[src/ptre_pkg.sv]
// Package with the beat types, entry layout constants and helpers of the page table block.
`timescale 1ns / 1ps
package ptre_pkg;

  localparam int PROCESS_COUNT = 4;
  localparam int PAGE_COUNT    = 4;
  localparam int PAGE_BYTES    = 16;

  localparam int PROC_W  = 2;
  localparam int PAGE_W  = 2;
  localparam int FRAME_W = 2;
  localparam int ENTRY_W = 8;
  localparam int SLOT_W  = 4;
  localparam int DEPTH   = 16;
  localparam int FADDR_W = 6;

  localparam int FRAME_LSB = 4;
  localparam int WRITE_BIT = 2;

  localparam logic [ENTRY_W-1:0] MASK_NOT_VALID   = 8'hF7;
  localparam logic [ENTRY_W-1:0] MASK_FRAME       = 8'h30;
  localparam logic [ENTRY_W-1:0] MASK_NOT_PRESENT = 8'hFD;
  localparam logic [ENTRY_W-1:0] MASK_NOT_FRAME   = 8'hCF;
  localparam logic [ENTRY_W-1:0] BIT_PRESENT      = 8'h02;
  localparam logic [ENTRY_W-1:0] BIT_WRITABLE     = 8'h04;

  typedef enum logic [1:0] {
    KIND_CREATE = 2'd0,
    KIND_SET    = 2'd1,
    KIND_CLEAR  = 2'd2,
    KIND_LOOKUP = 2'd3
  } kind_e;

  typedef struct packed {
    logic [1:0]         kind;
    logic [PROC_W-1:0]  process;
    logic [PAGE_W-1:0]  page;
    logic [FRAME_W-1:0] frame;
    logic               valid_bit;
    logic               writable_bit;
    logic               present_bit;
    logic               referenced_bit;
  } in_beat_t;

  typedef struct packed {
    logic               found;
    logic [FADDR_W-1:0] frame_address;
    logic               write_allowed;
    logic               fetched;
    logic [FRAME_W-1:0] victim_frame;
    logic               victim_owner_found;
    logic [PROC_W-1:0]  victim_process;
    logic [PAGE_W-1:0]  victim_page;
  } out_beat_t;

  typedef struct packed {
    logic               we;
    logic [SLOT_W-1:0]  waddr;
    logic [ENTRY_W-1:0] wdata;
    logic               re;
    logic [SLOT_W-1:0]  raddr;
  } mem_req_t;

  function automatic logic [SLOT_W-1:0] slot_of(logic [PROC_W-1:0] p, logic [PAGE_W-1:0] g);
    return SLOT_W'(int'(p) * PAGE_COUNT + int'(g));
  endfunction

  function automatic logic proc_ok(logic [PROC_W-1:0] p);
    return int'(p) < PROCESS_COUNT;
  endfunction

  function automatic logic page_ok(logic [PAGE_W-1:0] g);
    return int'(g) < PAGE_COUNT;
  endfunction

  function automatic logic [FADDR_W-1:0] frame_addr(logic [FRAME_W-1:0] f);
    return FADDR_W'(int'(f) * PAGE_BYTES);
  endfunction

  function automatic logic [FRAME_W-1:0] victim_after(logic [FRAME_W-1:0] v);
    logic [FRAME_W:0] n;
    n = {1'b0, v} + 1'b1;
    if (int'(n) >= PAGE_COUNT) begin
      n = n - (FRAME_W + 1)'(PAGE_COUNT);
    end
    if (n == '0) begin
      n = (FRAME_W + 1)'(1);
    end
    return n[FRAME_W-1:0];
  endfunction

endpackage

[src/ptre_mem.sv]
// Entry store: synchronous memory with one write and one read port and per-entry valid bits.
`timescale 1ns / 1ps
module ptre_mem (
  input  logic                     clk_i,
  input  logic                     rst_ni,
  input  ptre_pkg::mem_req_t       req_i,
  output logic [ptre_pkg::ENTRY_W-1:0] rdata_o
);
  import ptre_pkg::*;

  logic [ENTRY_W-1:0] mem [DEPTH];
  logic [ENTRY_W-1:0] raw_q;
  logic [DEPTH-1:0]   vld_q;
  logic               hit_q;

  always_ff @(posedge clk_i) begin
    if (req_i.we) begin
      mem[req_i.waddr] <= req_i.wdata;
    end
    if (req_i.re) begin
      raw_q <= mem[req_i.raddr];
    end
  end

  always_ff @(posedge clk_i or negedge rst_ni) begin
    if (!rst_ni) begin
      vld_q <= '0;
      hit_q <= 1'b0;
    end else begin
      if (req_i.we) begin
        vld_q[req_i.waddr] <= 1'b1;
      end
      if (req_i.re) begin
        hit_q <= vld_q[req_i.raddr];
      end
    end
  end

  assign rdata_o = hit_q ? raw_q : '0;

endmodule

[src/page_table_translate_rr_evict.sv]
// Top level of the page table block with round-robin frame replacement.
`timescale 1ns / 1ps
// The block handles one beat at a time: it takes an input beat only when idle, and the
// result waits in an output register, so the next beat may be taken while it is unread.
// Create and set finish in the dispatch state; a lookup reads its entry from the memory,
// and clearing valid bits reads each entry of the table and writes a set one back without
// the valid bit; neither reads when the table does not exist. A lookup of an entry that is
// not present evicts a frame: the scan reads all sixteen entries from the registered-read
// entry memory, one per cycle, before the looked-up entry is written back. The block is
// ready for the next beat in the cycle in which the result appears, and a result that is
// still unread holds the following one back. Reset clears the store's valid bits at once.
module page_table_translate_rr_evict (
  input  logic                clk_i,
  input  logic                rst_ni,
  input  logic                in_valid_i,
  output logic                in_ready_o,
  input  ptre_pkg::in_beat_t  in_data_i,
  output logic                out_valid_o,
  input  logic                out_ready_i,
  output ptre_pkg::out_beat_t out_data_o
);
  import ptre_pkg::*;

  typedef enum logic [6:0] {
    S_IDLE  = 7'b0000001,
    S_DISP  = 7'b0000010,
    S_LWAIT = 7'b0000100,
    S_SCAN  = 7'b0001000,
    S_CLR   = 7'b0010000,
    S_FIN   = 7'b0100000,
    S_DONE  = 7'b1000000
  } state_e;

  localparam logic [PROC_W-1:0] LAST_PROC = PROC_W'(PROCESS_COUNT - 1);
  localparam logic [PAGE_W-1:0] LAST_PAGE = PAGE_W'(PAGE_COUNT - 1);

  state_e             state_q, state_d;
  in_beat_t           item_q, item_d;
  out_beat_t          res_q, res_d;
  out_beat_t          out_q, out_d;
  logic               out_vld_q, out_vld_d;
  logic [3:0]         tbl_q, tbl_d;
  logic [FRAME_W-1:0] nv_q, nv_d;
  logic [FRAME_W-1:0] vic_q, vic_d;
  logic [ENTRY_W-1:0] ent_q, ent_d;
  logic [PROC_W-1:0]  cq_q, cq_d;
  logic [PAGE_W-1:0]  ci_q, ci_d;
  logic               iss_q, iss_d;
  logic               rv_q, rv_d;
  logic [PROC_W-1:0]  rq_q, rq_d;
  logic [PAGE_W-1:0]  ri_q, ri_d;
  logic [3:0]         tdone_q, tdone_d;
  logic               own_q, own_d;
  logic [PROC_W-1:0]  op_q, op_d;
  logic [PAGE_W-1:0]  og_q, og_d;

  mem_req_t           mreq;
  logic [ENTRY_W-1:0] rdata;
  logic [SLOT_W-1:0]  slot_s;
  logic               tbl_ok;

  ptre_mem u_mem (
    .clk_i  (clk_i),
    .rst_ni (rst_ni),
    .req_i  (mreq),
    .rdata_o(rdata)
  );

  assign in_ready_o  = (state_q == S_IDLE);
  assign out_valid_o = out_vld_q;
  assign out_data_o  = out_q;

  assign slot_s = slot_of(item_q.process, item_q.page);
  assign tbl_ok = proc_ok(item_q.process) && page_ok(item_q.page) && tbl_q[item_q.process];

  always_comb begin
    state_d   = state_q;
    item_d    = item_q;
    res_d     = res_q;
    out_d     = out_q;
    out_vld_d = out_vld_q;
    tbl_d     = tbl_q;
    nv_d      = nv_q;
    vic_d     = vic_q;
    ent_d     = ent_q;
    cq_d      = cq_q;
    ci_d      = ci_q;
    iss_d     = iss_q;
    rv_d      = rv_q;
    rq_d      = rq_q;
    ri_d      = ri_q;
    tdone_d   = tdone_q;
    own_d     = own_q;
    op_d      = op_q;
    og_d      = og_q;
    mreq      = '0;

    if (out_vld_q && out_ready_i) begin
      out_vld_d = 1'b0;
    end

    case (state_q)
      S_IDLE: begin
        if (in_valid_i) begin
          item_d  = in_data_i;
          state_d = S_DISP;
        end
      end
      S_DISP: begin
        res_d   = '0;
        state_d = S_DONE;
        case (kind_e'(item_q.kind))
          KIND_CREATE: begin
            if (proc_ok(item_q.process)) begin
              tbl_d[item_q.process] = 1'b1;
            end
          end
          KIND_SET: begin
            if (tbl_ok) begin
              mreq.we    = 1'b1;
              mreq.waddr = slot_s;
              mreq.wdata = {item_q.page, item_q.frame, item_q.valid_bit, item_q.writable_bit,
                            item_q.present_bit, item_q.referenced_bit};
            end
          end
          KIND_CLEAR: begin
            if (proc_ok(item_q.process) && tbl_q[item_q.process]) begin
              cq_d    = item_q.process;
              ci_d    = '0;
              iss_d   = 1'b1;
              rv_d    = 1'b0;
              state_d = S_CLR;
            end
          end
          KIND_LOOKUP: begin
            if (tbl_ok) begin
              mreq.re    = 1'b1;
              mreq.raddr = slot_s;
              state_d    = S_LWAIT;
            end
          end
          default: begin
            state_d = S_DONE;
          end
        endcase
      end
      S_LWAIT: begin
        state_d = S_DONE;
        if (rdata != '0) begin
          if ((rdata & BIT_PRESENT) != '0) begin
            res_d.found         = 1'b1;
            res_d.frame_address = frame_addr(rdata[FRAME_LSB +: FRAME_W]);
            res_d.write_allowed = rdata[WRITE_BIT];
          end else begin
            ent_d   = rdata;
            vic_d   = nv_q;
            nv_d    = victim_after(nv_q);
            cq_d    = '0;
            ci_d    = '0;
            iss_d   = 1'b1;
            rv_d    = 1'b0;
            tdone_d = '0;
            own_d   = 1'b0;
            op_d    = '0;
            og_d    = '0;
            state_d = S_SCAN;
          end
        end
      end
      S_SCAN, S_CLR: begin
        if (iss_q) begin
          mreq.re    = 1'b1;
          mreq.raddr = slot_of(cq_q, ci_q);
          rv_d       = 1'b1;
          rq_d       = cq_q;
          ri_d       = ci_q;
          if (ci_q == LAST_PAGE) begin
            ci_d = '0;
            if (state_q == S_CLR || cq_q == LAST_PROC) begin
              iss_d = 1'b0;
            end else begin
              cq_d = cq_q + 1'b1;
            end
          end else begin
            ci_d = ci_q + 1'b1;
          end
        end else begin
          rv_d = 1'b0;
        end

        if (rv_q && rdata != '0) begin
          if (state_q == S_CLR) begin
            mreq.we    = 1'b1;
            mreq.waddr = slot_of(rq_q, ri_q);
            mreq.wdata = rdata & MASK_NOT_VALID;
          end else if (tbl_q[rq_q] && !tdone_q[rq_q] &&
                       (rdata & MASK_FRAME) == (ENTRY_W'(vic_q) << FRAME_LSB)) begin
            mreq.we        = 1'b1;
            mreq.waddr     = slot_of(rq_q, ri_q);
            mreq.wdata     = rdata & MASK_NOT_PRESENT;
            tdone_d[rq_q]  = 1'b1;
            own_d          = 1'b1;
            op_d           = rq_q;
            og_d           = ri_q;
          end
        end

        if (!iss_q && !rv_q) begin
          state_d = (state_q == S_CLR) ? S_DONE : S_FIN;
        end
      end
      S_FIN: begin
        mreq.we    = 1'b1;
        mreq.waddr = slot_s;
        mreq.wdata = (ent_q & MASK_NOT_FRAME) | (ENTRY_W'(vic_q) << FRAME_LSB) | BIT_PRESENT;
        res_d.found              = 1'b1;
        res_d.frame_address      = frame_addr(vic_q);
        res_d.write_allowed      = |(ent_q & BIT_WRITABLE);
        res_d.fetched            = 1'b1;
        res_d.victim_frame       = vic_q;
        res_d.victim_owner_found = own_q;
        res_d.victim_process     = op_q;
        res_d.victim_page        = og_q;
        state_d = S_DONE;
      end
      S_DONE: begin
        if (!out_vld_q || out_ready_i) begin
          out_d     = res_q;
          out_vld_d = 1'b1;
          state_d   = S_IDLE;
        end
      end
      default: begin
        state_d = S_IDLE;
      end
    endcase
  end

  always_ff @(posedge clk_i or negedge rst_ni) begin
    if (!rst_ni) begin
      state_q   <= S_IDLE;
      out_vld_q <= 1'b0;
      tbl_q     <= '0;
      nv_q      <= FRAME_W'(1);
      iss_q     <= 1'b0;
      rv_q      <= 1'b0;
      tdone_q   <= '0;
      own_q     <= 1'b0;
      cq_q      <= '0;
      ci_q      <= '0;
    end else begin
      state_q   <= state_d;
      out_vld_q <= out_vld_d;
      tbl_q     <= tbl_d;
      nv_q      <= nv_d;
      iss_q     <= iss_d;
      rv_q      <= rv_d;
      tdone_q   <= tdone_d;
      own_q     <= own_d;
      cq_q      <= cq_d;
      ci_q      <= ci_d;
    end
  end

  always_ff @(posedge clk_i) begin
    item_q <= item_d;
    res_q  <= res_d;
    out_q  <= out_d;
    vic_q  <= vic_d;
    ent_q  <= ent_d;
    rq_q   <= rq_d;
    ri_q   <= ri_d;
    op_q   <= op_d;
    og_q   <= og_d;
  end

endmodule
[config.mk]
export PLATFORM = sky130hd
export DESIGN_NAME = page_table_translate_rr_evict
export DESIGN_NICKNAME = d
export VERILOG_FILES = /design/src/ptre_pkg.sv /design/src/ptre_mem.sv /design/src/page_table_translate_rr_evict.sv
export SDC_FILE = /design/constraint.sdc
export NUM_CORES = 1
export LEC_CHECK = 0
export BUFFER_PORTS_ARGS = -buffer_cell sky130_fd_sc_hd__clkbuf_2
export CORE_MARGIN = 4
export CORE_UTILIZATION = 45
export DETAILED_ROUTE_END_ITERATION = 10
export PLACE_DENSITY = 0.69
export RECOVER_POWER = 100
export SLEW_MARGIN = 5
export SYNTH_ARGS = -nofsm -noshare
export SYNTH_HDL_FRONTEND = slang
export SYNTH_SLANG_ARGS = --single-unit
[constraint.sdc]
create_clock -name clk_i -period 3.71 [get_ports clk_i]
set_clock_uncertainty 0.05 [all_clocks]
set_input_delay 0.1855 -clock clk_i [delete_from_list [all_inputs] [get_ports clk_i]]
set_output_delay 0.1855 -clock clk_i [all_outputs]
set_load 0.005 [all_outputs]
==> results.md <==
* Post-Syn Area at 9650 µm²
* Synth area leaders: edfxtp_1 (58%), dfrtp_1 (10%), nand2_1 (3.2%), mux2i_1 (2.8%), and2_1 (2.5%)
* Primary FF master, synth: edfxtp_1
* Vias/cell at 5.74
* Max_slew headroom at -0.581
* Cell with the most instances after synthesis: edfxtp_1
* Worst vdd ir at 0.287 mV
* Initial Utilization at 0.458
* CP max stage delay at 0.87 ns
* Slowest-stage cell, CP: o41ai_2
* CTS sink cnt at 229
* I/O Pins at 34
* Final setup fails at 0
* Overall Global Routing Usage at 0.180
* Internal at 4.46 mW
* Gr ovfl total at 0
* Worst path bufs/invs at 1
* Placer Congestion at 0.868
* Crit-path max FO at 12
* Cell family with the largest share of critical-path delay: simple AND/OR/NAND/NOR gates
* Share of layout cells above drive strength 1 at 0.130
* Num CTS Buffers at 24
* Status: finished with violations
* Combinational fraction of design power at 0.081
* Post-synth cell types at 72
* Crit path DAT at 3.57 ns
* Drt drc at 0
* Critical-path cell list: nor4_1, buf_4, nand2_1, o41ai_2, nand3b_1, a22o_1, nor2_1
* Post-CTS Setup Bufs at 0
* Leak at 3.92 nW
* Failing checks: max-capacitance violations, max-slew violations
* Worst-path clk slew at 0.06 ns
* CTS tree: built
* Seq pwr share at 0.522
* Die Wd at 154 µm
* RSZ-0062 raised after global routing: no
* Row count at 53
* Synth cell count leaders: edfxtp_1 (187), nand2_1 (83), dfrtp_1 (40), and2_1 (38), nor2_1 (38)
* Root Buffer Master: clkbuf_16
* Final hold vios at 0
* Critical Path End Type: flop
* P per Cell Area at 522 nW/µm²
* Antenna violations before repair at 0
* Detail Route Antenna Nets at 0
* Core Footprint at 21100 µm²
* Post-detail-place hpwl at 14300 µm
* Routed length per instance at 20.1 µm
* Crit Path Category: reg2reg
* Worst Max-Slew Pin Slew at 2.37 ns
* Max Cap Viol at 1
* Crit path launch type: flop
* Clk Latency, worst-skew pair at 0.51 ns
* Seq/Total Area, Yosys at 0.691
* Post-synth top area share at 0.582
* Diodes inserted at 0
* Tmin final at 3.48 ns
* Syn-to-layout area delta at 14.9%
* Ys Warns at 0
* Final period util at 0.939
* Hold WC Path Type: in2reg
* First-pass GRT wire length at 34400 µm
* Max clock buf depth at 3
* DR vias at 6074
* Sw Ratio at 0.229
* Pre-Repair DR Iteration Count at 5
* Vias in the first global route at 6218
* Syn Inst Count at 690
* Pin count of the biggest net entering global routing at 45
* # fillers at 1775
* Post-cts repair resize count at 0
* Post-synth EDFFs at 187
* Fmax at 287 MHz
* # hold bufs at CTS at 15
* Final TNS setup at 0 ns
* Layout Nets at 785
* Avg Synthesized Cell Area at 14.0 µm²
* Iteration-0 DRC Markers at 418
* Cell taking the most area after synthesis: edfxtp_1
* Clock share of power at 0.397
* Die Span Y at 154 µm
* Input/output buffers at 29
* WP data required at 3.80 ns
* Final Max Slew Viols at 43
* Synth async-reset ratio at 0.183
* Die ar. at 23900 µm²
* Switching power total at 1.33 mW
* H-tree levels at 1
* Final WL at 21300 µm
* Post-layout total power at 5.78 mW
* Post-Place Cells at 1000
* Final Non-Filler Cells at 1059
* Register bit total from synthesis at 229
==> worst register-to-register path, stage by stage, from the launching register on <==
cell and delay, ns:
dfrtp_1 0.44, nor4_1 0.34, buf_4 0.18, nand2_1 0.08, o41ai_2 0.87, nand3b_1 0.16, a22o_1 0.31, nor2_1 0.69
==> layout make-up <==
cell class | instances | area (µm²) | area share
multi-input combinational | 418 | 2760 | 0.249
sequential | 229 | 6670 | 0.602
inverter | 13 | 48.8 | 0.00440
timing repair buffer | 80 | 500 | 0.0451
tap | 275 | 344 | 0.0310
clock inverter | 14 | 128 | 0.0115
clock buffer | 30 | 633 | 0.0571
==> cell families after synthesis <==
| family | Yosys count | share of synthesized area |
|---|---|---|
| AOI/OAI and AO/OA | 143 | 0.115 |
| xor gates and xnor gates | 2 | 0.00182 |
| adders and majority gates | 3 | 0.00389 |
| buffers and inverters | 46 | 0.0239 |
| DFF | 229 | 0.691 |
| muxes | 37 | 0.0408 |
| other | 1 | 0.000389 |
| and+or+nand+nor | 229 | 0.123 |
==> cell usage in the layout (no fill, tap or decap), types with 4 or more instances in the layout <==
| master | count |
|---|---|
| a22o_1 | 6 |
| nand4_1 | 4 |
| and2_0 | 14 |
| nor3_1 | 6 |
| nor2_1 | 40 |
| a31o_2 | 5 |
| and2_1 | 26 |
| o32ai_1 | 8 |
| conb_1 | 4 |
| nor4_1 | 4 |
| a31oi_1 | 21 |
| and3_1 | 10 |
| mux2i_1 | 27 |
| inv_1 | 13 |
| a21oi_1 | 9 |
| clkbuf_2 | 26 |
| dfrtp_1 | 40 |
| nand2_1 | 83 |
| clkinv_1 | 5 |
| clkbuf_1 | 31 |
| mux2_2 | 9 |
| nand3_1 | 6 |
| edfxtp_1 | 187 |
| or2_1 | 6 |
| a211oi_1 | 25 |
| nand2b_1 | 7 |
| a221o_1 | 10 |
| a22oi_1 | 10 |
| clkinv_2 | 5 |
| o21bai_1 | 11 |
| buf_4 | 10 |
| dlygate4sd3_1 | 15 |
| clkbuf_16 | 24 |
| o21ai_0 | 15 |
==> layer usage <==
layer	share of wire	up-vias	GRT usage	routed length (µm)
li1	-	2775	-	-
met5	0	-	0	0
met2	0.47	246	0.288	10000
met3	0.068	57	0.0313	1450
met4	0.032	0	0.0618	683
met1	0.43	2996	0.252	9150
==> per-stage QoR <==
stage | worst slack [ns] | hold slack, ns | instance area [µm²] | util
floorplan | 0.758 | -0.160 | 9660 | -
global placement | 0.442 | 0.238 | 10300 | 0.489
detailed placement | 0.302 | 0.247 | 10300 | 0.489
CTS | 0.278 | 0.263 | 11200 | 0.532
global route | 0.0441 | 0.317 | 11100 | 0.526
finish | 0.225 | 0.338 | 11100 | 0.526
==> sequential cells by signal, summed over array words and instances, names as in the netlist, 4 cells and up <==
name,cells
ent_q,5
item_q,12
out_data_o,12
res_q,12
state_q,7
tbl_q,4
tdone_q,4
u_mem.mem,128
u_mem.raw_q,8
u_mem.vld_q,16
==> power groups by stage <==
stage	Sequential, mW	Combinational (mW)	Clock (mW)
CTS	3.02	0.483	2.34
global placement	3.06	0.452	0
finish	3.02	0.467	2.30
detailed placement	3.07	0.468	0
floorplan	3.03	0.316	0
global route	3.03	0.516	2.46
==> worst paths after layout <==
| path | start | end | slack (ns) | depth (start not counted) |
|---|---|---|---|---|
| max in group asynchronous | rst_ni | own_q | 1.28 | 3 |
| min | in_data_i[9] | item_q[9] | 0.34 | 2 |
| min reg2reg | res_q[13] | out_data_o[13] | 0.37 | 0 |
| min in group asynchronous | rst_ni | tdone_q[0] | 0.98 | 3 |
| max | state_q[6] | u_mem.mem[10][7] | 0.23 | 7 |
| max reg2reg | state_q[6] | u_mem.mem[10][7] | 0.23 | 7 |
(Power assumes the default switching activity.)
